$ cat src/sv/gtdvs_pkg.sv
// gtdvs_pkg: shared types and constants for the geo target distance and visibility scorer
// no dependencies; used by every module of the block

package gtdvs_pkg;

    localparam int CORDIC_STEPS = 31;
    localparam int SQRT_STEPS   = 32;
    localparam int DIV_STEPS    = 32;
    localparam int XY_W         = 34;
    localparam int ANG_W        = 33;

    localparam logic [29:0] ATAN_UNITS [0:CORDIC_STEPS-1] = '{
        30'd720000000, 30'd425040819, 30'd224579895, 30'd114000262, 30'd57221350,
        30'd28638570,  30'd14322779,  30'd7161827,   30'd3580968,   30'd1790491,
        30'd895246,    30'd447623,    30'd223812,    30'd111906,    30'd55953,
        30'd27976,     30'd13988,     30'd6994,      30'd3497,      30'd1749,
        30'd874,       30'd437,       30'd219,       30'd109,       30'd55,
        30'd27,        30'd14,        30'd7,         30'd3,         30'd2,
        30'd1
    };

    localparam logic signed [XY_W-1:0] CORDIC_X0 = 34'sd652032874;
    localparam logic [30:0] ONE_Q30 = 31'h40000000;
    localparam logic [30:0] ANG_90  = 31'd1440000000;

    localparam logic [1:0] REG_SENSOR_LAT = 2'd0;
    localparam logic [1:0] REG_SENSOR_LON = 2'd1;
    localparam logic [1:0] REG_SENSOR_ALT = 2'd2;

    typedef struct packed {
        logic signed [XY_W-1:0]  x;
        logic signed [XY_W-1:0]  y;
        logic signed [ANG_W-1:0] z;
    } cordic_t;

    typedef struct packed {
        logic [63:0] n;
        logic [63:0] res;
    } sqrt_t;

    typedef struct packed {
        logic [25:0] d;
        logic [25:0] rem;
        logic [31:0] q;
    } div_t;

    typedef struct packed {
        logic [15:0] tag;
        logic        err;
        logic [15:0] talt;
        logic [29:0] term;
        logic [24:0] hsum;
        logic        los;
        logic [24:0] dist_m;
    } side_t;

    typedef struct packed {
        logic [15:0] tag;
        logic [24:0] dist_m;
        logic        los;
        logic [16:0] score;
        logic        err;
    } result_t;

endpackage

$ cat src/sv/gtdvs_sqrt_cell.sv
// gtdvs_sqrt_cell: one bit of a digit-by-digit integer square root chain
// depends on gtdvs_pkg for the sqrt_t type

module gtdvs_sqrt_cell #(
    parameter int STEP = 0
) (
    input  logic              clk,
    input  logic              advance,
    input  gtdvs_pkg::sqrt_t  upstream,
    output gtdvs_pkg::sqrt_t  downstream
);

    localparam logic [63:0] BIT = 64'd1 << (62 - 2 * STEP);

    gtdvs_pkg::sqrt_t q_reg;
    gtdvs_pkg::sqrt_t q_next;
    logic [63:0]      trial;

    always_comb
    begin
        trial = upstream.res + BIT;
        if (upstream.n >= trial)
        begin
            q_next.n   = upstream.n - trial;
            q_next.res = (upstream.res >> 1) + BIT;
        end
        else
        begin
            q_next.n   = upstream.n;
            q_next.res = upstream.res >> 1;
        end
    end

    always_ff @(posedge clk)
    begin
        if (advance)
        begin
            q_reg <= q_next;
        end
    end

    assign downstream = q_reg;

endmodule

$ cat config.mk
export PLATFORM = sky130hd
export DESIGN_NAME = gtdvs_sqrt_cell
export DESIGN_NICKNAME = d
export VERILOG_FILES = /design/src/sv/gtdvs_pkg.sv /design/src/sv/gtdvs_sqrt_cell.sv
export SDC_FILE = /design/constraint.sdc
export NUM_CORES = 1
export LEC_CHECK = 0
export BUFFER_PORTS_ARGS = -buffer_cell sky130_fd_sc_hd__buf_2
export CELL_PAD_IN_SITES_DETAIL_PLACEMENT = 0
export CELL_PAD_IN_SITES_GLOBAL_PLACEMENT = 1
export CORE_UTILIZATION = 25
export DETAILED_ROUTE_END_ITERATION = 10
export GPL_ROUTABILITY_DRIVEN = 1
export PLACE_DENSITY = 0.54
export SETUP_SLACK_MARGIN = 0.3
export SYNTH_ARGS = -nofsm -noshare
export SYNTH_HDL_FRONTEND = slang
export SYNTH_SLANG_ARGS = --single-unit
$ cat constraint.sdc
create_clock -name clk -period 4.2 [get_ports clk]
set_input_delay 0.84 -clock clk [delete_from_list [all_inputs] [get_ports clk]]
set_output_delay 0.84 -clock clk [all_outputs]
set_load 0.02 [all_outputs]
==> out/metrics.yaml, run 1 <==
run_status:
  status: "completed"
hold_path:
  worstHoldStart: "upstream[61]"
  holdPathStages: 1
  hold_path.class: "input pin to flop"
  min_to: "downstream[60]"
global_route:
  antenna_found_initial: 1
  grt_pass1_vias: 7598
  grt_start_max_net_pins: 86
  grt_usage_pct: 15.2
  grt_overflow: 0
  grt_pass1_wl_mm: 41.6
floorplanning:
  core_area_um2: 33700
  start_util_pct: 25.5
  fp.dieW_um: 188
  die_h_um: 188
  ios: 258
  fp.dieArea_um2: 35200
  row_count: 67
final_layout:
  num-fill-cells: 3576
  layout-drive-gt1-share_pct: 30.8
  syn_to_final_growth_pct: 32.1
  nets: 1375
  postLayoutCellArea_um2: 11400
  utilization_pct: 33.7
  largest_reg_flops: 128
  diodes: 0
pwr:
  swShare_pct: 33.5
  internal-power_mw: 2.96
  leakagePower_nw: 5.19
  combPwrFrac_pct: 31.3
  seq_power_share_pct: 36.7
  totalPowerFinal_mw: 4.45
  p_clk_share_pct: 32.1
  peakVddDrop_uv: 268
  power.switching_mw: 1.49
  power.density_nw_per_um2: 391
setup_path:
  crit_path_end_kind: "flop"
  arrival_ns: 3.89
  path_max_fanout: 3
  criticalPathCategory: "input pin to flop"
  critPathLaunchType: "input pin"
  worst_ep_required_time_ns: 4.39
yosys:
  async_flop_share_pct: 0
  synth.net_count: 1080
  ys_ff_latch: 128
  ys_types: 58
  synth_edf_count: 128
  netlist_area_um2: 8610
  synthCells: 885
  yosys_warnings: 0
  avgSynthCellArea_um2: 9.73
  yosysSeqAreaShare_pct: 44.6
  ys.flop_type: "edfxtp_1"
timing:
  slew_violations: 0
  tightestPinTransition_ns: 0.878
  fin_crit_sh_pct: 88.0
  whs_ns: 0.578
  hold_violations: 0
  fmax_mhz: 271
  setup_viol: 0
  rsz0062_at_grt: "false"
  layout_setup_ws_ns: 0.505
  slew_headroom_pct: 41.5
  fin_crit_ns: 3.70
place:
  pre_cts_ws_ns: -0.101
  place_area_um2: 10800
  hpwlAfterDp_mm: 21.1
  gp_congestion: 0.763
  io_buffers: 257
clocking:
  cts.clk_slew.worst_paths_ns: 0.07
  cts_tree: "done"
  cts_hold_buf: 0
  cts_root_buffer: "clkbuf_16"
  ctsHtreeMaxLevel: 4
  clockBufferDepth: 2
  cts_made_buffers: 17
  tritoncts_num_sinks: 128
detailed_routing:
  drtAntennaViolNets: 0
  drc: 0
  wl_per_cell_um: 16.4
  vias_per_cell: 4.58
  drt_iter0_drc: 376
  wl_mm: 26.9
  vias: 7513
  dr.pass1.iters: 4
run:
  drv_cap: 0
-- per-layer routing --
metal  vias to the layer above  share of wire (%)  track usage (%)
met3                        18                4.9             4.04
met4                         2               0.96             4.00
met2                       183                 46             24.6
li1                       3831                  -                -
met5                         -              0.030                0
met1                      3479                 48             19.8
-- worst max-delay path by stage --
stage | slack (ns) | end | depth (start not counted) | startpoint
global route | 0.30 | downstream[118] | 15 | upstream[3]
finish | 0.50 | downstream[109] | 14 | upstream[1]
CTS | 0.35 | downstream[104] | 18 | upstream[64]
floorplan | 0.50 | downstream[124] | 12 | upstream[16]
detailed placement | -0.10 | downstream[104] | 18 | upstream[64]
global placement | -0.06 | downstream[82] | 17 | upstream[64]
-- stage by stage --
stage	setup TNS, ns	std cells
6_report	0	1641
3_5_place_dp	-1.91	1607
5_1_grt	0	1641
3_3_place_gp	-0.967	1607
2_1_floorplan	0	885
4_1_cts	0	1639
-- power by group through the flow --
stage	clock [mW]	combinational [mW]	sequential (mW)
6_report	1.43	1.39	1.63
5_1_grt	1.51	1.53	1.64
4_1_cts	1.47	1.38	1.63
3_5_place_dp	0	1.37	1.66
3_3_place_gp	0	1.37	1.66
2_1_floorplan	0	0.656	1.86
-- synth_stat cells (5+ instances only) --
master	count	area, um2
nand3_1	14	70.1
and3_1	13	81.3
o21ai_0	40	200
nand2_1	52	195
o211ai_1	7	52.6
nand4_1	18	113
a31oi_1	7	43.8
a21o_1	49	368
nor2_1	82	308
inv_1	78	293
buf_2	11	55.1
nor2b_1	10	62.6
ha_1	64	801
xnor2_1	36	315
o31a_1	5	43.8
a41oi_1	5	43.8
mux2_2	10	113
and2_1	10	62.6
clkbuf_1	25	93.8
nor3_1	11	55.1
o21a_1	7	52.6
a21boi_0	5	37.5
o21bai_1	11	82.6
edfxtp_1	128	3840
a21oi_1	111	556
xor2_1	20	175
-- placed cells by master, fill, tap and decap left out, drive strengths merged, types with 4 or more instances in the layout --
cell and count:
nand4 18, or3 4, a21boi 5, xor2 20, o21ai 43, inv 81, xnor2 36, a21oi 111
ha 64, and2 10, o31a 5, a31oi 7, o211ai 7, nand3 14, a211oi 4, o21bai 11
clkinv 8, o21a 7, nor3 12, mux2 14, a21o 49, clkbuf 18, or2 4, nor2 82
edfxtp 128, and3 13, a41oi 5, buf 312, nand2 52, nor2b 10
-- worst max-delay path, cell delays in order --
cell,delay [ns]
buf_2,0.12
inv_1,0.05
ha_1,0.30
nor2b_1,0.18
o211ai_1,0.14
a211o_1,0.34
a21oi_1,0.24
nor4b_1,0.11
buf_4,0.16
o31a_1,0.33
o21ai_0,0.48
a21oi_1,0.18
xnor2_1,0.16
mux2_2,0.26
-- final cells by class --
cell class                      instances  area, um2  share of cell area [%]
Inverter                               78        293                    2.57
Sequential cell                       128       3840                    33.8
Multi-Input combinational cell        642       4350                    38.2
Tap cell                              448        561                    4.93
Clock buffer                           17        425                    3.74
Clock inverter                         15        119                    1.05
Timing Repair Buffer                  313       1780                    15.7
-- what timing repair did --
item	in CTS	in global routing
resized for setup	0	9
buffers inserted	0	1
endpoints found under the setup margin	0	36
-- cell families (layout without fill, tap and decap cells) --
group	after synthesis	count (layout)	synth area share (%)
XOR/XNOR	56	56	5.70
flip-flops	128	128	44.6
AO/OA/AOI/OAI	272	272	19.8
buffers and inverters	115	423	5.19
adder cells (fa/ha/maj)	65	65	9.53
AND/OR/NAND/NOR	234	234	13.2
multiplexers	15	15	1.95
Power figures use the tool's default switching activity.
==> run 2, diff against run 1 <==
--- a/config.mk
+++ b/config.mk
@@ -12,6 +12,7 @@
 export DETAILED_ROUTE_END_ITERATION = 10
 export GPL_ROUTABILITY_DRIVEN = 1
 export PLACE_DENSITY = 0.54
+export REMOVE_ABC_BUFFERS = 1
 export SETUP_SLACK_MARGIN = 0.3
 export SYNTH_ARGS = -nofsm -noshare
 export SYNTH_HDL_FRONTEND = slang
==> run 2 against run 1 <==
Against the previous run: sequential share of layout area shrank 0.10 points; core utilization grew 0.10 points; global-route usage grew 0.52 points; cell count grew 0.12%; die area is the same; flip-flop and latch count is the same; via count is essentially flat; first-iteration DRC count shrank 1.6%.
==> out/metrics.yaml, run 2 (synthesized netlist as in run 1, its figures left out) <==
run_status:
  status: "completed"
pwr:
  totalPowerFinal_mw: 4.65
  leakagePower_nw: 5.22
  peakVddDrop_uv: 261
  power.density_nw_per_um2: 408
setup_path:
  crit_path_end_kind: "flop"
  slowest_delay_ns: 0.38
  path_max_fanout: 5
  startpoint: "upstream[15]"
  arrival_ns: 4.04
  crit_slowest_cell: "or3_1"
  criticalPathCategory: "input pin to flop"
  critPathLaunchType: "input pin"
  cp_cell_sequence: "buf_2 > inv_1 > ha_1 > and2_1 > nand3_1 > or3_1 > buf_4 > a41oi_1 > and4_1 > o21bai_1 > o21bai_1 > buf_4 > nand3_1 > and4b_1 > nor3_1"
  cp-endpoint: "downstream[114]"
  worst_ep_required_time_ns: 4.47
timing:
  fin_crit_ns: 3.77
  fmax_mhz: 265
  hold_violations: 0
  slew_violations: 0
  tightestPinTransition_ns: 0.677
  rsz0062_at_grt: "false"
  fin_crit_sh_pct: 89.7
  slew_headroom_pct: 54.9
  layout_setup_ws_ns: 0.431
  setup_viol: 0
  tns_ns: 0
detailed_routing:
  drc: 0
  dr.pass1.iters: 5
  vias_per_cell: 4.57
  wl_per_cell_um: 16.8
  wl_mm: 27.5
  drtAntennaViolNets: 0
  vias: 7510
  drt_iter0_drc: 370
clocking:
  cts_made_buffers: 17
  cts_hold_buf: 0
  cts_tree: "done"
  tritoncts_num_sinks: 128
  clockBufferDepth: 2
  ctsHtreeMaxLevel: 4
  cts.clk_slew.worst_paths_ns: 0.07
  cts_root_buffer: "clkbuf_16"
place:
  pre_cts_ws_ns: -0.117
  io_buffers: 257
  gp_congestion: 0.777
  hpwlAfterDp_mm: 22.2
  place_area_um2: 10800
final_layout:
  layout-drive-gt1-share_pct: 30.6
  nets: 1375
  utilization_pct: 33.8
  largest_reg_flops: 128
  num-fill-cells: 3577
  postLayoutCellArea_um2: 11400
  syn_to_final_growth_pct: 32.5
  mostFrequentLayoutCells: "buf_2, edfxtp_1, a21oi_1, nor2_1, inv_1"
  final_common_cell: "buf_2"
global_route:
  gr-usage-met1_pct: 20.0
  busiest_layer: "met2"
  grt_pass1_wl_mm: 42.6
  met2_usage_pct: 26.2
  grt_usage_pct: 15.7
  grt_start_max_net_pins: 68
  antenna_found_initial: 4
  grt_use_met3_pct: 3.91
  grt_overflow: 0
  grt_pass1_vias: 7719
floorplanning:
  ios: 258
  row_count: 67
  die_h_um: 188
  fp.dieArea_um2: 35200
  fp.dieW_um: 188
  core_area_um2: 33700
  start_util_pct: 25.5
hold_path:
  hold_path.class: "input pin to flop"
run:
  drv_cap: 0
run 2: changes by cell type in the layout (fill, tap and decap cells not counted), moves of 3 or more:
cell,previous run,this run
clkinv_1,3,0
bufinv_16,1,4
buf_4,50,54
clkinv_2,4,1
run 2: what timing repair did:
action | CTS | global route
setup buffers | 0 | 0
hold endpoints to repair | 0 | 0
endpoints found under the setup margin | 0 | 22
gates resized for setup | 0 | 2
run 2: layer usage:
metal	part of all wire [%]	wire length, um	vias up
met1	47	12900	3472
li1	-	-	3817
met4	1.0	284	4
met2	47	13000	195
met3	4.8	1330	22
met5	0.076	21	-
run 2: through the flow:
stage               hold WS (ns)  cells
floorplan                  0.939    848
global placement            1.03   1609
detailed placement          1.03   1609
CTS                        0.543   1641
global route               0.561   1642
finish                     0.586   1643
run 2: how the worst min path moves through the flow:
stage | end | startpoint | slack (ns) | cells after the start
final | downstream[10] | upstream[11] | 0.59 | 1
after global routing | downstream[50] | upstream[51] | 0.56 | 1
after CTS | downstream[50] | upstream[51] | 0.54 | 1
after detailed placement | downstream[52] | upstream[53] | 1.03 | 1
after global placement | downstream[35] | upstream[36] | 1.03 | 1
after floorplan | downstream[0] | upstream[1] | 0.94 | 0
run 2: final cells by class:
class	count	area, um2	share of cell area (%)
multi-input cells	642	4330	38.0
flip-flops and latches	128	3840	33.7
repair buffers	313	1740	15.2
well taps	448	561	4.91
clock buffers	18	429	3.76
inverters	78	293	2.57
clock inverters	14	204	1.79
diodes	2	5.00	0.0439
run 2: power by group:
group / internal [mW] / switching [mW] / leakage (nW)
clock network: 1.00 / 0.635 / 0.304
registers: 1.60 / 0.0380 / 1.25
logic: 0.544 / 0.832 / 3.67
run 2: worst max-delay path, delay by kind of cell:
family | cells | cell delay (ns)
buffers and inverters | 4 | 0.49
AND/OR/NAND/NOR | 7 | 1.55
AO/OA/AOI/OAI | 3 | 0.79
adder cells (fa/ha/maj) | 1 | 0.36
