File: config.mk
export PLATFORM = sky130hd
export DESIGN_NAME = gtdvs_cordic_cell
export DESIGN_NICKNAME = d
export VERILOG_FILES = /design/src/sv/gtdvs_pkg.sv /design/src/sv/gtdvs_cordic_cell.sv
export SDC_FILE = /design/constraint.sdc
export NUM_CORES = 1
export LEC_CHECK = 0
export ABC_AREA = 1
export BUFFER_PORTS_ARGS = -buffer_cell sky130_fd_sc_hd__buf_4
export CAP_MARGIN = 20
export CORE_MARGIN = 1
export CORE_UTILIZATION = 35
export DETAILED_ROUTE_END_ITERATION = 16
export PLACE_DENSITY = 0.66
export SKIP_LAST_GASP = 1
export SYNTH_ARGS = -nofsm -noshare
export SYNTH_HDL_FRONTEND = slang
export SYNTH_SLANG_ARGS = --single-unit
File: constraint.sdc
create_clock -name clk -period 6.5 [get_ports clk]
set_clock_uncertainty 0.15 [all_clocks]
set_input_delay 0.65 -clock clk [delete_from_list [all_inputs] [get_ports clk]]
set_output_delay 0.65 -clock clk [all_outputs]
set_load 0.1 [all_outputs]
File: src/sv/gtdvs_pkg.sv
// gtdvs_pkg: shared types and constants for the geo target distance and visibility scorer
// no dependencies; used by every module of the block

package gtdvs_pkg;

    localparam int CORDIC_STEPS = 31;
    localparam int SQRT_STEPS   = 32;
    localparam int DIV_STEPS    = 32;
    localparam int XY_W         = 34;
    localparam int ANG_W        = 33;

    localparam logic [29:0] ATAN_UNITS [0:CORDIC_STEPS-1] = '{
        30'd720000000, 30'd425040819, 30'd224579895, 30'd114000262, 30'd57221350,
        30'd28638570,  30'd14322779,  30'd7161827,   30'd3580968,   30'd1790491,
        30'd895246,    30'd447623,    30'd223812,    30'd111906,    30'd55953,
        30'd27976,     30'd13988,     30'd6994,      30'd3497,      30'd1749,
        30'd874,       30'd437,       30'd219,       30'd109,       30'd55,
        30'd27,        30'd14,        30'd7,         30'd3,         30'd2,
        30'd1
    };

    localparam logic signed [XY_W-1:0] CORDIC_X0 = 34'sd652032874;
    localparam logic [30:0] ONE_Q30 = 31'h40000000;
    localparam logic [30:0] ANG_90  = 31'd1440000000;

    localparam logic [1:0] REG_SENSOR_LAT = 2'd0;
    localparam logic [1:0] REG_SENSOR_LON = 2'd1;
    localparam logic [1:0] REG_SENSOR_ALT = 2'd2;

    typedef struct packed {
        logic signed [XY_W-1:0]  x;
        logic signed [XY_W-1:0]  y;
        logic signed [ANG_W-1:0] z;
    } cordic_t;

    typedef struct packed {
        logic [63:0] n;
        logic [63:0] res;
    } sqrt_t;

    typedef struct packed {
        logic [25:0] d;
        logic [25:0] rem;
        logic [31:0] q;
    } div_t;

    typedef struct packed {
        logic [15:0] tag;
        logic        err;
        logic [15:0] talt;
        logic [29:0] term;
        logic [24:0] hsum;
        logic        los;
        logic [24:0] dist_m;
    } side_t;

    typedef struct packed {
        logic [15:0] tag;
        logic [24:0] dist_m;
        logic        los;
        logic [16:0] score;
        logic        err;
    } result_t;

endpackage

File: src/sv/gtdvs_cordic_cell.sv
// gtdvs_cordic_cell: one micro-rotation of a cordic chain, rotation or vectoring mode
// depends on gtdvs_pkg for the cordic_t type and the arctangent table

module gtdvs_cordic_cell #(
    parameter int STEP   = 0,
    parameter bit VECTOR = 1'b0
) (
    input  logic                clk,
    input  logic                advance,
    input  gtdvs_pkg::cordic_t  upstream,
    output gtdvs_pkg::cordic_t  downstream
);

    gtdvs_pkg::cordic_t q_reg;
    gtdvs_pkg::cordic_t q_next;

    logic signed [gtdvs_pkg::XY_W-1:0]  x_cur;
    logic signed [gtdvs_pkg::XY_W-1:0]  y_cur;
    logic signed [gtdvs_pkg::ANG_W-1:0] z_cur;
    logic signed [gtdvs_pkg::XY_W-1:0]  x_sh;
    logic signed [gtdvs_pkg::XY_W-1:0]  y_sh;
    logic signed [gtdvs_pkg::ANG_W-1:0] ang;
    logic                               pos;

    always_comb
    begin
        x_cur = upstream.x;
        y_cur = upstream.y;
        z_cur = upstream.z;
        x_sh  = x_cur >>> STEP;
        y_sh  = y_cur >>> STEP;
        ang   = $signed({3'b000, gtdvs_pkg::ATAN_UNITS[STEP]});
        pos   = VECTOR ? (y_cur < 0) : (z_cur >= 0);
        if (pos)
        begin
            q_next.x = x_cur - y_sh;
            q_next.y = y_cur + x_sh;
            q_next.z = z_cur - ang;
        end
        else
        begin
            q_next.x = x_cur + y_sh;
            q_next.y = y_cur - x_sh;
            q_next.z = z_cur + ang;
        end
    end

    always_ff @(posedge clk)
    begin
        if (advance)
        begin
            q_reg <= q_next;
        end
    end

    assign downstream = q_reg;

endmodule

==> out/metrics.yaml, run 1 <==
layout:
  syn2layout_area_growth_pct: 17.8
  num-nets-final: 2081
  largest_reg_flops: 100
  final_area_sq_mm: 0.0136
  drive_gt1_frac: 0.168
  stdcell_count: 2300
  n_fill_cell: 3475
  diodes: 0
synth:
  synth_edf_count: 100
  netlist.area_leader.share: 0.260
  ys.flop_type: "edfxtp_1"
  synthCells: 1681
  synth_warnings: 0
  synth_area_sq_mm: 0.0116
  ys_seq_area_frac: 0.260
  syn_avg_cell_area_sq_um: 6.88
  yosys-top-cells-area: "edfxtp_1, nand2_1, ha_1, inv_1, nand3_1"
  netlist.top_cell.by_area: "edfxtp_1"
  async_flop_share: 0
  ys_seq_elements: 100
  yosysUniqueCellTypes: 53
  synth_nets: 1909
min_path:
  min_from: "upstream[6]"
  holdPathStages: 1
  hp-class: "in -> reg"
  hold_path_end: "downstream[6]"
timing:
  slew_headroom: 0.405
  setup_ws_ns: 3.31
  worstMarginPinSlew_ns: 0.893
  setup_viol: 0
  fin_tns_setup_ns: 0
  fmax_ghz: 0.314
  fin_crit_sh: 0.490
  period_needed_ns: 3.19
  rsz0062_at_grt: "false"
  finalMaxSlewViolations: 0
  hold_viol: 0
floorplan:
  die_w_um: 184
  pin_count: 204
  die_h_um: 184
  dieArea_sq_mm: 0.0338
  placement_rows: 66
  core_area_sq_mm: 0.0325
  start_util: 0.355
routing:
  routed_wl_um: 39500
  wl_met1_um: 18300
  vias: 11800
  drc: 0
  route.met3.wl_um: 2530
  ant_nets: 0
  dr.first_iter.drc_count: 917
  route.met2.wl_um: 18000
  first_pass_iters: 6
  via_per_inst: 5.15
  wire_per_inst_um: 17.2
  top_layer_used: "met4"
outcome:
  status: "complete, no violations"
clock_tree:
  htree_num_levels: 3
  post-cts-setup-buffers: 0
  ctsLongestPathBuffers: 2
  cts_buffers: 9
  hold_buffers: 0
  clkTransAtPathRegs_ns: 0.08
  cts-root-buf: "clkbuf_16"
  cts_tree: "done"
  clock-sinks: 100
  cts-resized-gates: 0
power:
  leakage_uw: 0.00669
  ir_worst_vdd_v: 0.000138
  p_per_area_mw_per_mm2: 232
place:
  globalplace.congestion: 0.954
  dp.final_hpwl_um: 32900
  place_area_sq_mm: 0.0133
  numPlacedInstances: 2284
  pre_cts_ws_ns: 2.93
  port_buffers: 203
worst_setup_path:
  slowest_delay_ns: 0.66
  cp_max_fo: 80
  cp_cell_sequence: "buf_4 -> inv_2 -> buf_4 -> ha_1 -> a21oi_1 -> o21ai_1 -> a21oi_1 -> o21ai_0 -> nand2_1 -> inv_1 -> o21bai_1 -> nand2_1"
  worstPathRequired_ns: 6.48
  cp-end-kind: "register"
  critPathSlowestCell: "buf_4"
  cp-start-kind: "primary input"
  crit_type: "in -> reg"
  cp.arrival_ns: 3.17
run:
  maxCapViolCount: 0
global_routing:
  grt_max_degree: 81
  grt_pass1_wl_um: 60500
  antenna_found_initial: 0
  grt-ovfl-total: 0
  grt_pass1_vias: 11400
  grt_usage: 0.235
worst max-delay path, delay by kind of cell:
| family | cells | cell delay (ns) |
|---|---|---|
| adder cells (fa/ha/maj) | 1 | 0.43 |
| AO/OA/AOI/OAI | 5 | 0.89 |
| buffers and inverters | 4 | 0.99 |
| AND/OR/NAND/NOR | 2 | 0.16 |
synth_stat cells (all sizes together), types with 9 or more instances:
cell type,instances
o21bai,14
xor2,40
ha,121
nor2,166
nand3,159
clkbuf,9
buf,36
inv,228
o21ai,103
edfxtp,100
nand4,12
nor3,20
a21oi,147
nand2,455
a21o,18
final cells by class:
cell class / instances / area (sq um) / share of cell area
inverter: 229 / 862 / 0.0633
clock inverter: 7 / 67.6 / 0.00496
sequential: 100 / 3000 / 0.221
tap: 442 / 553 / 0.0406
timing repair buffer: 206 / 1550 / 0.114
multi-input combinational: 1307 / 7350 / 0.540
clock buffer: 9 / 225 / 0.0165
layout by cell type, fill, tap and decap left out, drive strengths merged, types with 12 or more instances in the layout:
| cell type | netlist | routed |
|---|---|---|
| nand2 | 455 | 455 |
| nand3 | 159 | 159 |
| nand4 | 12 | 12 |
| buf | 36 | 206 |
| nor3 | 20 | 20 |
| o21ai | 103 | 103 |
| a21oi | 147 | 147 |
| a21o | 18 | 18 |
| ha | 121 | 121 |
| edfxtp | 100 | 100 |
| nor2 | 166 | 166 |
| inv | 228 | 233 |
| o21bai | 14 | 14 |
| xor2 | 40 | 40 |
worst max-delay path by stage:
| stage | to | cells after the start | start | slack (ns) |
|---|---|---|---|---|
| floorplan | downstream[24] | 12 | upstream[32] | 3.76 |
| global placement | downstream[24] | 12 | upstream[32] | 2.92 |
| detailed placement | downstream[24] | 12 | upstream[32] | 2.93 |
| CTS | downstream[24] | 12 | upstream[32] | 3.33 |
| global route | downstream[24] | 12 | upstream[32] | 3.09 |
| finish | downstream[24] | 12 | upstream[32] | 3.31 |
through the flow:
stage	total power [uW]	utilization	hold slack, ns
floorplan	2160	-	0.599
global placement	2580	0.409	0.678
detailed placement	2580	0.409	0.680
CTS	3160	0.418	0.288
global route	3310	0.418	0.293
finish	3160	0.418	0.300
kinds of logic (layout without fill, tap and decap cells):
| family | count (synthesis) | in the layout | synth area share |
|---|---|---|---|
| AND/OR/NAND/NOR | 824 | 824 | 0.308 |
| AO/OA/AOI/OAI | 310 | 310 | 0.154 |
| buffers and inverters | 274 | 451 | 0.104 |
| adder cells (fa/ha/maj) | 125 | 125 | 0.138 |
| flip-flops | 100 | 100 | 0.260 |
| XOR/XNOR | 46 | 46 | 0.0349 |
| multiplexers | 2 | 2 | 0.00173 |
power by group:
part | switching [uW] | total, uW | internal [uW]
sequential | 31.1 | 861 | 830
combinational | 1310 | 1720 | 413
clock | 302 | 573 | 271
routing by layer:
metal / up-vias / track usage
li1: 5872 / -
met1: 5487 / 0.317
met3: 39 / 0.0291
met4: 0 / 0.0617
met5: - / 0
met2: 449 / 0.394
(Power assumes the default switching activity.)
==> run 2, diff against run 1 <==
--- a/config.mk
+++ b/config.mk
@@ -11,7 +11,7 @@
 export CORE_MARGIN = 1
 export CORE_UTILIZATION = 35
 export DETAILED_ROUTE_END_ITERATION = 16
-export PLACE_DENSITY = 0.66
+export PLACE_DENSITY = 0.68
 export SKIP_LAST_GASP = 1
 export SYNTH_ARGS = -nofsm -noshare
 export SYNTH_HDL_FRONTEND = slang
==> constraint.sdc (replaced) <==
create_clock -name clk -period 2.9 [get_ports clk]
set_clock_uncertainty 0.15 [all_clocks]
set_input_delay 0.29 -clock clk [delete_from_list [all_inputs] [get_ports clk]]
set_output_delay 0.29 -clock clk [all_outputs]
set_load 0.1 [all_outputs]
==> out/metrics.yaml, run 2 (same netlist as run 1, synthesis figures left out) <==
power:
  comb_power_share: 0.547
  power.share.clock: 0.183
  p_int_uw: 3430
  p_per_area_mw_per_mm2: 517
  switching_share: 0.520
  leakage_uw: 0.00680
  ir_worst_vdd_v: 0.000318
  power.share.sequential: 0.270
  power.switching_uw: 3710
global_routing:
  grt_max_degree: 69
  grt_pass1_wl_um: 62000
  grt_usage: 0.239
  grt_pass1_vias: 11700
  grt_use_met3: 0.0347
  grt-ovfl-total: 0
  antenna_found_initial: 0
  met1_usage: 0.318
  busiest_layer: "met2"
  grt_use_met2: 0.396
worst_setup_path:
  cp_max_fo: 8
  critPathLaunch: "upstream[35]"
  cp.arrival_ns: 2.38
  slowest_delay_ns: 0.52
  cp-start-kind: "primary input"
  cp_cell_sequence: "buf_4 -> inv_1 -> ha_1 -> nand2_1 -> nor2_2 -> nand2_1 -> o211ai_1 -> nand2_1 -> nand2_1 -> nand2_1 -> nand2_1 -> nand2_1 -> nand3_1 -> nand2_1"
  cp-end-kind: "register"
  endpoint: "downstream[63]"
  cpMostUsedCell: "nand2_1"
  crit_type: "in -> reg"
  worstPathRequired_ns: 2.88
  critPathSlowestCell: "ha_1"
routing:
  vias: 12000
  wire_per_inst_um: 17.3
  first_pass_iters: 6
  via_per_inst: 5.17
  dr.first_iter.drc_count: 869
  drc: 0
  routed_wl_um: 40100
  ant_nets: 0
run:
  maxCapViolCount: 0
place:
  port_buffers: 203
  dp.final_hpwl_um: 33200
  globalplace.congestion: 1.01
clock_tree:
  htree_num_levels: 3
  ctsLongestPathBuffers: 2
  clock-sinks: 100
  cts-root-buf: "clkbuf_16"
  cts_tree: "done"
  cts-resized-gates: 0
  clkTransAtPathRegs_ns: 0.08
  cts_buffers: 9
floorplan:
  placement_rows: 66
  core_area_sq_mm: 0.0325
  die_h_um: 184
  dieArea_sq_mm: 0.0338
  die_w_um: 184
  start_util: 0.355
  pin_count: 204
layout:
  drive_gt1_frac: 0.172
  n_fill_cell: 3436
  num-nets-final: 2102
  syn2layout_area_growth_pct: 19.5
  final_common_cell: "nand2_1"
  largest_reg_flops: 100
  final_util: 0.425
  diodes: 0
  final_cell_mix: "nand2_1, buf_4, inv_1, nand3_1, nor2_1"
timing:
  fin_tns_setup_ns: 0
  slew_headroom: 0.474
  finalMaxSlewViolations: 0
  setup_viol: 0
  worstMarginPinSlew_ns: 0.789
  period_needed_ns: 2.41
  fin_crit_sh: 0.830
  fmax_ghz: 0.416
  rsz0062_at_grt: "false"
  hold_viol: 0
outcome:
  status: "complete, no violations"
min_path:
  hp-class: "in -> reg"
-- run 2: worst max-delay path: cells and delay by family --
family,cells,cell delay (ns)
and+or+nand+nor,10,1.27
adders and majority gates,1,0.52
AOI/OAI and AO/OA,1,0.19
buffers and inverters,2,0.13
-- run 2: what timing repair did --
item	4_1_cts	5_1_grt
setup buffers	0	0
endpoints found under the hold margin	10	0
hold buffers	10	0
-- run 2: per-layer routing --
layer,up-vias,routed length (um)
met4,0,996
met2,500,18100
met1,5526,18300
met5,-,0
li1,5918,-
met3,58,2730
-- run 2: cell type report --
class / count / area (sq um) / area share
Inverter: 229 / 862 / 0.0624
Multi-Input combinational cell: 1307 / 7350 / 0.532
Sequential cell: 100 / 3000 / 0.217
Tap cell: 442 / 553 / 0.0400
Timing Repair Buffer: 227 / 1740 / 0.126
Clock inverter: 7 / 73.8 / 0.00534
Clock buffer: 9 / 225 / 0.0163
-- run 2: stage by stage --
stage	cells	hold WS [ns]	instance area [sq um]	power [uW]	worst slack (ns)
finish	2321	0.0648	13800	7140	0.494
global route	2321	0.0582	13800	7480	0.346
CTS	2321	0.0520	13800	7140	0.536
detailed placement	2295	0.320	13400	5810	0.143
global placement	2295	0.319	13400	5790	0.141
floorplan	1681	0.239	11600	4840	0.520
-- run 2: worst min-delay path by stage --
stage                 startpoint        endpoint  slack, ns  cells past startpoint
finish              upstream[10]  downstream[10]       0.06                      2
global route        upstream[10]  downstream[10]       0.06                      2
CTS                 upstream[10]  downstream[10]       0.05                      2
detailed placement   upstream[9]   downstream[9]       0.32                      1
global placement     upstream[7]   downstream[7]       0.32                      1
floorplan            upstream[0]   downstream[0]       0.24                      0
-- run 2: power by group through the flow --
stage / combinational, uW / sequential (uW) / clock, uW
2_1_floorplan: 1430 / 3410 / 0
3_3_place_gp: 3830 / 1960 / 0
3_5_place_dp: 3850 / 1960 / 0
4_1_cts: 3870 / 1930 / 1330
5_1_grt: 4160 / 1950 / 1380
6_report: 3900 / 1930 / 1310
