**src/sv/gtdvs_pkg.sv**
```systemverilog
// gtdvs_pkg: shared types and constants for the geo target distance and visibility scorer
// no dependencies; used by every module of the block

package gtdvs_pkg;

    localparam int CORDIC_STEPS = 31;
    localparam int SQRT_STEPS   = 32;
    localparam int DIV_STEPS    = 32;
    localparam int XY_W         = 34;
    localparam int ANG_W        = 33;

    localparam logic [29:0] ATAN_UNITS [0:CORDIC_STEPS-1] = '{
        30'd720000000, 30'd425040819, 30'd224579895, 30'd114000262, 30'd57221350,
        30'd28638570,  30'd14322779,  30'd7161827,   30'd3580968,   30'd1790491,
        30'd895246,    30'd447623,    30'd223812,    30'd111906,    30'd55953,
        30'd27976,     30'd13988,     30'd6994,      30'd3497,      30'd1749,
        30'd874,       30'd437,       30'd219,       30'd109,       30'd55,
        30'd27,        30'd14,        30'd7,         30'd3,         30'd2,
        30'd1
    };

    localparam logic signed [XY_W-1:0] CORDIC_X0 = 34'sd652032874;
    localparam logic [30:0] ONE_Q30 = 31'h40000000;
    localparam logic [30:0] ANG_90  = 31'd1440000000;

    localparam logic [1:0] REG_SENSOR_LAT = 2'd0;
    localparam logic [1:0] REG_SENSOR_LON = 2'd1;
    localparam logic [1:0] REG_SENSOR_ALT = 2'd2;

    typedef struct packed {
        logic signed [XY_W-1:0]  x;
        logic signed [XY_W-1:0]  y;
        logic signed [ANG_W-1:0] z;
    } cordic_t;

    typedef struct packed {
        logic [63:0] n;
        logic [63:0] res;
    } sqrt_t;

    typedef struct packed {
        logic [25:0] d;
        logic [25:0] rem;
        logic [31:0] q;
    } div_t;

    typedef struct packed {
        logic [15:0] tag;
        logic        err;
        logic [15:0] talt;
        logic [29:0] term;
        logic [24:0] hsum;
        logic        los;
        logic [24:0] dist_m;
    } side_t;

    typedef struct packed {
        logic [15:0] tag;
        logic [24:0] dist_m;
        logic        los;
        logic [16:0] score;
        logic        err;
    } result_t;

endpackage

```
**src/sv/gtdvs_div_cell.sv**
```systemverilog
// gtdvs_div_cell: one quotient bit of a restoring divider chain
// depends on gtdvs_pkg for the div_t type

module gtdvs_div_cell (
    input  logic             clk,
    input  logic             advance,
    input  gtdvs_pkg::div_t  upstream,
    output gtdvs_pkg::div_t  downstream
);

    gtdvs_pkg::div_t q_reg;
    gtdvs_pkg::div_t q_next;
    logic [26:0]     rem2;
    logic [26:0]     diff;

    always_comb
    begin
        rem2     = {upstream.rem, 1'b0};
        diff     = rem2 - {1'b0, upstream.d};
        q_next.d = upstream.d;
        if (rem2 >= {1'b0, upstream.d})
        begin
            q_next.rem = diff[25:0];
            q_next.q   = {upstream.q[30:0], 1'b1};
        end
        else
        begin
            q_next.rem = rem2[25:0];
            q_next.q   = {upstream.q[30:0], 1'b0};
        end
    end

    always_ff @(posedge clk)
    begin
        if (advance)
        begin
            q_reg <= q_next;
        end
    end

    assign downstream = q_reg;

endmodule

```
**config.mk**
```make
export PLATFORM = sky130hd
export DESIGN_NAME = gtdvs_div_cell
export DESIGN_NICKNAME = d
export VERILOG_FILES = /design/src/sv/gtdvs_pkg.sv /design/src/sv/gtdvs_div_cell.sv
export SDC_FILE = /design/constraint.sdc
export NUM_CORES = 1
export LEC_CHECK = 0
export BUFFER_PORTS_ARGS = -buffer_cell sky130_fd_sc_hd__buf_4
export CAP_MARGIN = 20
export CORE_UTILIZATION = 54
export DETAILED_ROUTE_END_ITERATION = 7
export PLACE_DENSITY = 0.87
export SYNTH_ARGS = -nofsm -noshare
export SYNTH_HDL_FRONTEND = slang
export SYNTH_SLANG_ARGS = --single-unit
```
**constraint.sdc**
```tcl
create_clock -name clk -period 4.2 [get_ports clk]
set_input_delay 0.63 -clock clk [delete_from_list [all_inputs] [get_ports clk]]
set_output_delay 0.63 -clock clk [all_outputs]
set_load 0.1 [all_outputs]
```
==> summary.md, run 1 <==
| Metric | Value |
|---|---|
| Sink Count | 84 |
| Launching element type of the critical path | input port |
| Design internal power | 0.00157 W |
| Syn avg cell area | 13.2 µm² |
| Clk root buf | clkbuf_8 |
| Lkg Pwr | 2.71 nW |
| Ys flop type | edfxtp_1 |
| Post-synth ARST share | 0% |
| CP bufs+invs | 2 |
| Die width | 93.5 µm |
| Hold-fix buffers at CTS | 0 |
| Sw frac | 43.3% |
| 1st-iter DRT viols | 199 |
| Vias in the first global route | 3,378 |
| CP endpoint kind | flip-flop |
| Global route overflow | 0 |
| Measured slew at the worst slew-check pin | 1.05 ns |
| Worst EP required | 4.32 ns |
| Count of buffers from port buffering | 168 |
| Synth unique cells | 60 |
| VDD IR max | 0.218 mV |
| Post-Synthesis Cells | 342 |
| Syn Nets | 455 |
| CTS Buf Count | 9 |
| Logic pwr share | 42.6% |
| DP HPWL | 8410 µm |
| Initial antenna violation count | 0 |
| Routed WL | 11,100 µm |
| # setup viols final | 0 |
| Fillers | 552 |
| CP max FO | 22 |
| Worst setup path class | in -> reg |
| Die Ht | 93.5 µm |
| Seq pwr share | 38.2% |
| Antenna Nets Post-Route | 0 |
| Vias | 3,411 |
| Post-CTS Resized | 0 |
| Cell chain of the critical path | buf_4 > ha_1 > and3_2 > nor3b_4 > nand4_1 > o211ai_2 > a31oi_4 > and2_4 > inv_6 > mux2_2 |
| Routed vias/inst | 5.48 |
| Power density over the cells | 460 nW/µm² |
| Worst-path clk slew | 0.09 ns |
| CTS tree | yes |
| Seq/Total Area, Yosys | 55.8% |
| Slowest CP cell | ha_1 |
| Yosys warning total | 0 |
| Run status | completed |
| I/O Pins | 170 |
| Worst Hold Class | in -> reg |
| Cell Count Post-Placement | 607 |
| Row count | 33 |
| Final Hold Viols | 0 |
| RSZ-0062 raised after global routing | false |
| 1st-pass router iterations | 4 |
| Gp weighted congestion | 0.807 |
| Antenna Diode Count | 0 |
| Clock period minus worst slack | 2.89 ns |
| Final net count | 626 |
| Commonest cells post-synth | edfxtp_1 (84), inv_1 (34), ha_1 (26), nor2_1 (20), a21oi_1 (19) |
| Setup total negative slack | 0 ns |
| Max stage delay on crit path | 0.42 ns |
| Share of the synthesized area in the top cell type | 55.8% |
| Post-route DRC | 0 |
| First-pass GRT wire length | 16,800 µm |
| Main area contributors after synthesis | edfxtp_1 (56%), ha_1 (7.2%), mux2_4 (6.0%), inv_1 (2.8%), xnor2_1 (2.7%) |
| Hold worst-path end | downstream[7] |
| CP Data Arrival Time | 3.01 ns |
| Fin cells | 622 |
| Hold Path Stages | 1 |
| Max clock buf depth | 2 |
| Relative slew margins | 29.9% |
| Dominant cell by count in the synthesized netlist | edfxtp_1 |
| Largest area contributor in the netlist | edfxtp_1 |
| Die area | 8750 µm² |
| Post-Synthesis Cell Area | 4520 µm² |
| FF+latch count, synth | 84 |
| Post-synth EDFFs | 84 |
| Fmax | 346 MHz |
| Crit share post-route | 68.7% |
| Pin count of the biggest net entering global routing | 85 |
| Layout cells sized above 1 | 42.2% |
| Initial Util | 55.3% |
| Family with the most delay on the worst path | simple AND/OR/NAND/NOR gates |
| Core area | 8180 µm² |
| Max Cap Viol | 0 |
| Post-CTS Setup Repair Bufs | 0 |
| All-layer global routing usage | 25.4% |
| Hold Path Origin | upstream[6] |
| # H-tree levels | 3 |
| Clock network power share | 19.2% |
| Max reg flops | 84 |
| Fin. max-slew vios | 0 |
| Sw Pwr | 0.00120 W |
| Synth-to-Final Area Change | 32.7% |
| Wirelength per Cell | 17.8 µm |
[cell type report]
type                       count  area [µm²]  area share (%)
clock buffer                   9         124            2.06
clock inverter                 6        48.8           0.813
inverter                      35         136            2.27
multi-input combinational    215        1780            29.6
sequential                    84        2520            42.0
tap                          105         131            2.19
timing repair buffer         168        1260            21.0
[cells by family (layout without fill, tap and decap cells)]
group                    Yosys count  count (layout)  share of synthesized area, %
flip-flops                        84              84                          55.8
AO/OA/AOI/OAI                     81              81                          13.2
AND/OR/NAND/NOR                   65              65                          7.66
buffers and inverters             43             218                          4.95
adder cells (fa/ha/maj)           27              27                          7.63
multiplexers                      22              22                          6.94
XOR/XNOR                          20              20                          3.87
[cells in the final DEF (no fill, tap or decap), types with 6 or more instances in the layout]
cell,synthesis,final
xnor2_1,14,14
nand3_1,6,6
mux2_4,18,18
nand2_1,14,14
clkbuf_8,0,9
ha_1,26,26
buf_4,0,168
edfxtp_1,84,84
o21ai_0,6,6
a21oi_1,19,19
nor2_1,20,20
xor2_1,6,6
inv_1,34,34
a21o_1,12,12
[worst max path at each step]
stage / from / end / slack (ns) / cells after the start
after floorplan: upstream[58] / downstream[54] / 1.38 / 9
after global placement: upstream[51] / downstream[34] / 0.93 / 10
after detailed placement: upstream[52] / downstream[35] / 0.89 / 10
after CTS: upstream[52] / downstream[35] / 1.30 / 10
after global routing: upstream[52] / downstream[35] / 1.16 / 10
final: upstream[52] / downstream[34] / 1.31 / 10
[through the flow]
step / area (µm²) / worst slack, ns / utilization, % / total power, W / hold WS [ns]
4_1_cts: 6000 / 1.30 / 73.4 / 0.00277 / 0.429
3_5_place_dp: 5830 / 0.892 / 71.3 / 0.00225 / 0.810
6_report: 6000 / 1.31 / 73.4 / 0.00276 / 0.443
2_1_floorplan: 4520 / 1.38 / - / 0.00199 / 0.729
3_3_place_gp: 5830 / 0.932 / 71.3 / 0.00223 / 0.808
5_1_grt: 6000 / 1.16 / 73.4 / 0.00285 / 0.423
[power by group through the flow]
stage | combinational (W) | sequential, W | clock [W]
after detailed placement | 0.00117 | 0.00108 | 0
after floorplan | 0.000288 | 0.00170 | 0
after global placement | 0.00116 | 0.00107 | 0
after global routing | 0.00122 | 0.00106 | 0.000567
final | 0.00118 | 0.00106 | 0.000530
after CTS | 0.00118 | 0.00106 | 0.000539
[metal layers]
metal	vias to the layer above	share of wire (%)	wire [µm]	track usage, %
met5	-	0	0	0
met4	0	2.5	273	11.7
met3	26	7.1	788	5.77
met2	163	51	5630	45.0
met1	1598	40	4410	29.1
li1	1624	-	-	-
No activity file was read; power rests on OpenSTA's default activity.
==> run 2: changes to the inputs <==
--- a/config.mk
+++ b/config.mk
@@ -7,9 +7,9 @@
 export LEC_CHECK = 0
 export BUFFER_PORTS_ARGS = -buffer_cell sky130_fd_sc_hd__buf_4
 export CAP_MARGIN = 20
-export CORE_UTILIZATION = 54
+export CORE_UTILIZATION = 45
 export DETAILED_ROUTE_END_ITERATION = 7
-export PLACE_DENSITY = 0.87
+export PLACE_DENSITY = 0.77
 export SYNTH_ARGS = -nofsm -noshare
 export SYNTH_HDL_FRONTEND = slang
 export SYNTH_SLANG_ARGS = --single-unit
==> constraint.sdc (replaced) <==
create_clock -name clk -period 2.5 [get_ports clk]
set_input_delay 0.375 -clock clk [delete_from_list [all_inputs] [get_ports clk]]
set_output_delay 0.375 -clock clk [all_outputs]
set_load 0.1 [all_outputs]
==> run 2 against run 1 <==
Compared with the run above: die area rose by 20%; highest routed layer unchanged; via count rose by 5.1%; sequential share of layout area fell by 4.3 points; count of clock-buffer cells in the layout did not move; non-clock buffer count rose by 61; sequential power rose by 67%; clock power rose by 100%; total power rose by 80%; final cell count rose by 14%; critical path depth fell by 1.
==> summary.md, run 2 (same netlist as run 1, synthesis figures left out) <==
| Metric | Value |
|---|---|
| Run status | completed |
| Gp weighted congestion | 0.855 (+5.9%) |
| Power density over the cells | 743 nW/µm² (+61%) |
| Worst-path clk slew | 0.09 ns (about the same) |
| Slowest CP cell | fa_1 |
| CTS Buf Count | 9 (unchanged) |
| CP Data Arrival Time | 2.51 ns (-0.50 ns) |
| Core area | 9770 µm² (+20%) |
| Hold worst-path end | downstream[28] |
| Cell chain of the critical path | buf_4 > fa_1 > a21oi_2 > o211ai_1 > a31oi_2 > o2111ai_2 > a41oi_1 > xnor2_1 > mux2_4 |
| Routed WL | 11,400 µm (+2.8%) |
| I/O Pins | 170 (unchanged) |
| Post-CTS Setup Repair Bufs | 0 (unchanged) |
| Max stage delay on crit path | 0.47 ns (+0.05 ns) |
| Final Hold Viols | 0 (unchanged) |
| All-layer global routing usage | 21.7% (-3.7 points) |
| CTS tree | yes |
| First-pass GRT wire length | 16,900 µm (+0.45%) |
| Crit share post-route | 96.1% |
| Antenna Nets Post-Route | 0 (unchanged) |
| Die area | 10,500 µm² (+20%) |
| Post-CTS Resized | 0 (unchanged) |
| Hold Path Stages | 1 (unchanged) |
| Relative slew margins | 71.9% (+42 points) |
| Clock period minus worst slack | 2.40 ns |
| Commonest non-fill, non-tap cell in the layout | buf_4 |
| Layout cells sized above 1 | 51.2% (+9.0 points) |
| Count of buffers from port buffering | 168 (unchanged) |
| GRT met2 Usage | 39.2% (-5.9 points) |
| Worst Hold Class | in -> reg |
| Initial Util | 46.3% (-9.1 points) |
| Antenna Diode Count | 0 (unchanged) |
| Fmax | 416 MHz |
| Routed vias/inst | 5.04 (-8.1%) |
| Pre-CTS setup slack | -0.305 ns (-1.20 ns) |
| Max Cap Viol | 0 (unchanged) |
| Hold Path Origin | upstream[27] |
| Launching element type of the critical path | input port |
| Hold-fix buffers at CTS | 0 (unchanged) |
| CP endpoint kind | flip-flop |
| CP max FO | 3 (-86%) |
| # H-tree levels | 3 (unchanged) |
| WHS | 0.192 ns (-0.251 ns) |
| Worst setup path class | in -> reg |
| Synth-to-Final Area Change | 47.7% |
| Max reg flops | 84 (unchanged) |
| Final worst-path setup slack | 0.0976 ns (-1.22 ns) |
| Row count | 36 (+9.1%) |
| Worst EP required | 2.61 ns (-1.71 ns) |
| M1 GR Usage | 24.8% (-4.4 points) |
| Pin count of the biggest net entering global routing | 57 (-33%) |
| Die Ht | 102 µm (+9.3%) |
| Vias in the first global route | 3,508 (+3.8%) |
| Measured slew at the worst slew-check pin | 0.421 ns (-0.631 ns) |
| Max clock buf depth | 2 (unchanged) |
| 1st-iter DRT viols | 125 (-37%) |
| Lkg Pwr | 3.05 nW (+13%) |
| 1st-pass router iterations | 4 (unchanged) |
| Initial antenna violation count | 0 (unchanged) |
| Clk root buf | clkbuf_8 |
| Most frequent cells in the layout | buf_4 (226), edfxtp_1 (84), inv_1 (31), ha_1 (21), nor2_1 (20) |
| Grt met3 use | 6.16% (+0.38 points) |
| Wirelength per Cell | 16.1 µm (-10%) |
| DP HPWL | 8990 µm (+6.9%) |
| Busiest layer in global routing | met2 |
| Final net count | 687 (+9.7%) |
| Global route overflow | 0 (unchanged) |
| Sink Count | 84 (unchanged) |
| Post-route DRC | 0 (unchanged) |
| Fin. max-slew vios | 0 (unchanged) |
| VDD IR max | 0.332 mV (+52%) |
| # setup viols final | 0 (unchanged) |
| Vias | 3,585 (+5.1%) |
| Die width | 102 µm (+9.3%) |
==> run 2: worst max-delay path by stage <==
| stage | startpoint | end | slack [ns] |
|---|---|---|---|
| floorplan | upstream[67] | downstream[36] | 0.0007 |
| global placement | upstream[32] | downstream[54] | -0.27 |
| detailed placement | upstream[32] | downstream[54] | -0.31 |
| CTS | upstream[32] | downstream[50] | 0.07 |
| global route | upstream[58] | downstream[54] | -0.004 |
| finish | upstream[32] | downstream[48] | 0.1 |
==> run 2: power by group <==
part / switching [W] / leakage [nW] / internal [W] / total (W)
combinational: 0.00148 / 2.11 / 0.000650 / 0.00213
sequential: 0.0000411 / 0.822 / 0.00173 / 0.00177
clock: 0.000499 / 0.110 / 0.000561 / 0.00106
==> run 2: final cells by class <==
class	instances	area (µm²)
Timing Repair Buffer	229	1760
Inverter	35	136
Clock inverter	6	87.6
Multi-Input combinational cell	215	1890
Sequential cell	84	2520
Fill cell	720	3090
Tap cell	133	166
Clock buffer	9	124
==> run 2: metal layers <==
metal  share of wire (%)  routed length, µm  vias up
met4                0.97                111        0
met3                 7.4                842        9
met5                   0                  0        -
met1                  41               4630     1687
met2                  51               5830      143
li1                    -                  -     1746
==> run 2: worst max-delay path: cells and delay by family <==
| family | cells | cell delay (ns) |
|---|---|---|
| AOI/OAI and AO/OA | 5 | 1.20 |
| xor gates and xnor gates | 1 | 0.09 |
| adders and majority gates | 1 | 0.47 |
| buffers and inverters | 1 | 0.13 |
| muxes | 1 | 0.25 |
==> run 2: through the flow <==
step / area [µm²] / TNS (ns) / instances / total power [W] / util (%)
floorplan: 4620 / 0 / 342 / 0.00336 / -
global placement: 6440 / -5.04 / 696 / 0.00390 / 65.9
detailed placement: 6440 / -4.43 / 696 / 0.00392 / 65.9
CTS: 6650 / 0 / 711 / 0.00498 / 68.0
global route: 6680 / -0.00401 / 711 / 0.00514 / 68.4
finish: 6680 / 0 / 711 / 0.00496 / 68.4
